`config.mk`:
```
export PLATFORM = sky130hd
export DESIGN_NAME = wbs_ram
export DESIGN_NICKNAME = d
export VERILOG_FILES = /design/src/sv/wbs_ram.sv
export SDC_FILE = /design/constraint.sdc
export NUM_CORES = 1
export LEC_CHECK = 0
export BUFFER_PORTS_ARGS = -buffer_cell sky130_fd_sc_hd__buf_2
export CAP_MARGIN = 10
export CORE_AREA = 8 8 81 155
export DETAILED_ROUTE_END_ITERATION = 8
export DIE_AREA = 0 0 89 163
export PLACE_DENSITY_LB_ADDON = 0.05
export RECOVER_POWER = 100
export SLEW_MARGIN = 20
export SYNTH_ARGS = -nofsm -noshare
export SYNTH_HDL_FRONTEND = slang
export SYNTH_SLANG_ARGS = --single-unit
```
`constraint.sdc`:
```
create_clock -name clock -period 2.4 [get_ports clock]
set_input_delay 0.48 -clock clock [delete_from_list [all_inputs] [get_ports clock]]
set_output_delay 0.48 -clock clock [all_outputs]
set_load 0.1 [all_outputs]
```
`src/sv/wbs_ram.sv`:
```
// Generic single-write, single-read synchronous RAM with registered read data.
module wbs_ram #(
   parameter int WIDTH = 8,
   parameter int DEPTH = 16
) (
   input  logic                     clock,
   input  logic                     wr_en,
   input  logic [$clog2(DEPTH)-1:0] wr_addr,
   input  logic [WIDTH-1:0]         wr_data,
   input  logic [$clog2(DEPTH)-1:0] rd_addr,
   output logic [WIDTH-1:0]         rd_data
);

   logic [WIDTH-1:0] mem [DEPTH];
   logic [WIDTH-1:0] rd_data_ff;

   always_ff @(posedge clock) begin
      if (wr_en) begin
         mem[wr_addr] <= wr_data;
      end
      rd_data_ff <= mem[rd_addr];
   end

   assign rd_data = rd_data_ff;

endmodule

```
==> flow_metrics.tcl <==
set metrics [dict create \
    outcome "complete, no violations" \
    crit_buf_inv 2 \
    synthXorXnorAreaFrac_pct 0 \
    hpwl_um 6730 \
    ys_seq_area_share_pct 77.8 \
    syn_inst 229 \
    worst-path-max-fanout 32 \
    worstPathArrival_ps 2130 \
    r2r.worst_path.cells 3 \
    synthMuxAreaShare_pct 15.0 \
    crit_slowest_cell "mux4_1" \
    p_seq_share_pct 47.4 \
    power_density_nw_per_um2 928 \
    maxSlewHeadroom_pct 52.0 \
    ioPinCount 26 \
    nets 305 \
    setup_viol 0 \
    min_delay_path_depth 3 \
    dpl-instance-area_um2 5560 \
    cts_max_level 4 \
    grt_pass1_vias 2721 \
    fillCellCount 854 \
    area_growth_pct 17.9 \
    worst_pin_slew_ps 718 \
    n_antenna_cell 0 \
    worstReg2RegEnd "rd_data[3]$_DFF_P_" \
    ys_types 19 \
    antenna_found_initial 0 \
    swShare_pct 21.2 \
    ys_seq_elements 136 \
    skew_ps 6.88 \
    crit_family "multiplexers" \
    setup-tns-final_ps 0 \
    fin_crit_ps 1840 \
    vias 2424 \
    hold_path_class "input pin to register" \
    drive_above_1_share_pct 22.7 \
    wl_per_cell_um 23.2 \
    r2r_start "mem[9][3]$_DFFE_PP_" \
    cts_hold_buf 0 \
    ff2ff_setup_slack_ps 1060 \
    min-delay-start "wr_addr[2]" \
    drt_wl_total_um 10100 \
    grt_max_degree 33 \
    clk_pin_slew_worst_paths_ps 50 \
    critical_path_depth 5 \
    globalRoute.totalOverflow 0 \
    grt_first_pass_wirelength_um 15900 \
    grtUsageTotal_pct 15.9 \
    die_w_um 89 \
    final_hold_viol_count 0 \
    mostFrequentLayoutCell "edfxtp_1" \
    clockBufferDepth 2 \
    final_area_um2 6070 \
    internal_power_uw 4440 \
    port_buffers 25 \
    root_buffer "clkbuf_16" \
    first_iter_violations 189 \
    min_period_over_period_pct 76.7 \
    comb_power_share_pct 6.2 \
    min_to "mem[6][0]$_DFFE_PP_" \
    drv_slew 0 \
    numCtsBuffers 17 \
    die_h_um 163 \
    routabilityCongestion 0.733 \
    synthAdderAreaFrac_pct 0 \
    drt_pass1_iterations 4 \
    slowest_delay_ps 650 \
    clk_latency_ps 410 \
    critPathKind "input pin to register" \
    route.detailed.drc 0 \
    floorplan.die_area_um2 14500 \
    cts_tree "done" \
    synth_top_family_by_area "multiplexers" \
    maxCapViolCount 0 \
    antenna_left 0 \
    cts_sinks 136 \
    synth_compound_area_share_pct 2.33 \
    ir_drop_v 0.000837 \
    viasPerCell 5.55 \
    syn_nets 247 \
    path_cells "buf_2 > clkbuf_4 > mux4_1 > a22oi_1 > nand2_1" \
    cp-end-kind "register" \
    avgSynthCellArea_um2 22.5 \
    fmax_ghz 0.543 \
    syn_area_um2 5150 \
    crit_start "rd_addr[0]" \
    ys_warn_count 0 \
    power_leakage_uw 0.00201 \
    post_cts_resize_count 0 \
    rows 53 \
    final_cell_mix "edfxtp_1 (128), clkbuf_1 (32), mux4_2 (18)" \
    clockPowerShare_pct 46.4 \
    cp.required_ps 2690 \
    synthSimpleGateAreaFrac_pct 3.18 \
    startpoint_type "input pin" \
    rsz0062_at_grt "no" \
    switchingPower_uw 1190 \
    core-area_um2 10500 \
    cts_setup_buffers 0 \
    start_util_pct 49.1 \
]
kinds of logic after synthesis:
group	count (synthesis)
multiplexers	32
AO/OA/AOI/OAI	16
AND/OR/NAND/NOR	35
buffers and inverters	10
flip-flops	136
sequential cells by signal, indices dropped and copies added (netlist names):
signal,count
mem,128
rd_data,8
worst max path at each step:
stage | slack, ps | endpoint
2_1_floorplan | 430 | mem[0][0]$_DFFE_PP_
3_3_place_gp | 460 | rd_data[3]$_DFF_P_
3_5_place_dp | 460 | rd_data[3]$_DFF_P_
4_1_cts | 700 | rd_data[6]
5_1_grt | 420 | rd_data[0]$_DFF_P_
6_report | 560 | rd_data[3]$_DFF_P_
power by group through the flow:
stage                     Combinational (µW)  Sequential, µW  Clock [µW]
after floorplan                          135            2830           0
after global routing                     375            2680        2770
after detailed placement                 366            2720           0
after CTS                                367            2670        2660
after global placement                   363            2720           0
final                                    350            2670        2610
stage by stage:
step / utilization (%) / setup slack (ps) / total power [µW] / instances / hold WS [ps]
2_1_floorplan: - / 427 / 2970 / 229 / 579
5_1_grt: 57.9 / 424 / 5820 / 437 / 614
3_3_place_gp: 53.1 / 457 / 3080 / 405 / 656
6_report: 57.9 / 560 / 5630 / 437 / 588
3_5_place_dp: 53.1 / 460 / 3090 / 405 / 667
4_1_cts: 58.9 / 697 / 5700 / 437 / 448
layer usage:
metal,up-vias,global-route usage (%),share of wire [%]
li1,1101,-,-
met1,1255,17.2,39
met5,-,0,0
met2,59,27.6,56
met4,0,6.33,1.4
met3,9,4.65,3.9
area by class of cell:
class	count	area [µm²]	share of cell area, %
clock inverter	12	151	2.50
clock buffer	20	457	7.53
sequential	136	4000	66.0
timing repair buffer	49	226	3.73
tap	137	171	2.83
multi-input combinational	83	1060	17.4
cell usage after synthesis:
master	count	share of area, %
a22oi_1	16	2.3
nand3_1	1	0.097
or3b_2	1	0.17
nor3_1	4	0.39
nor2b_1	1	0.12
nand2_1	9	0.66
buf_2	3	0.29
and2b_1	1	0.15
buf_4	1	0.15
clkdlybuf4s25_2	3	0.58
nand2b_1	2	0.24
nand3b_1	2	0.29
nor2_1	13	0.95
mux4_1	14	7.1
mux4_2	18	7.9
and2_1	1	0.12
edfxtp_1	128	75
dfxtp_1	8	3.1
buf_6	3	0.66
worst register-to-register path, cell delays in order (launching register included):
cell and delay (ps):
edfxtp_1 350, mux4_1 520, a22oi_1 280, nand2_1 70
(Power assumes the default switching activity.)
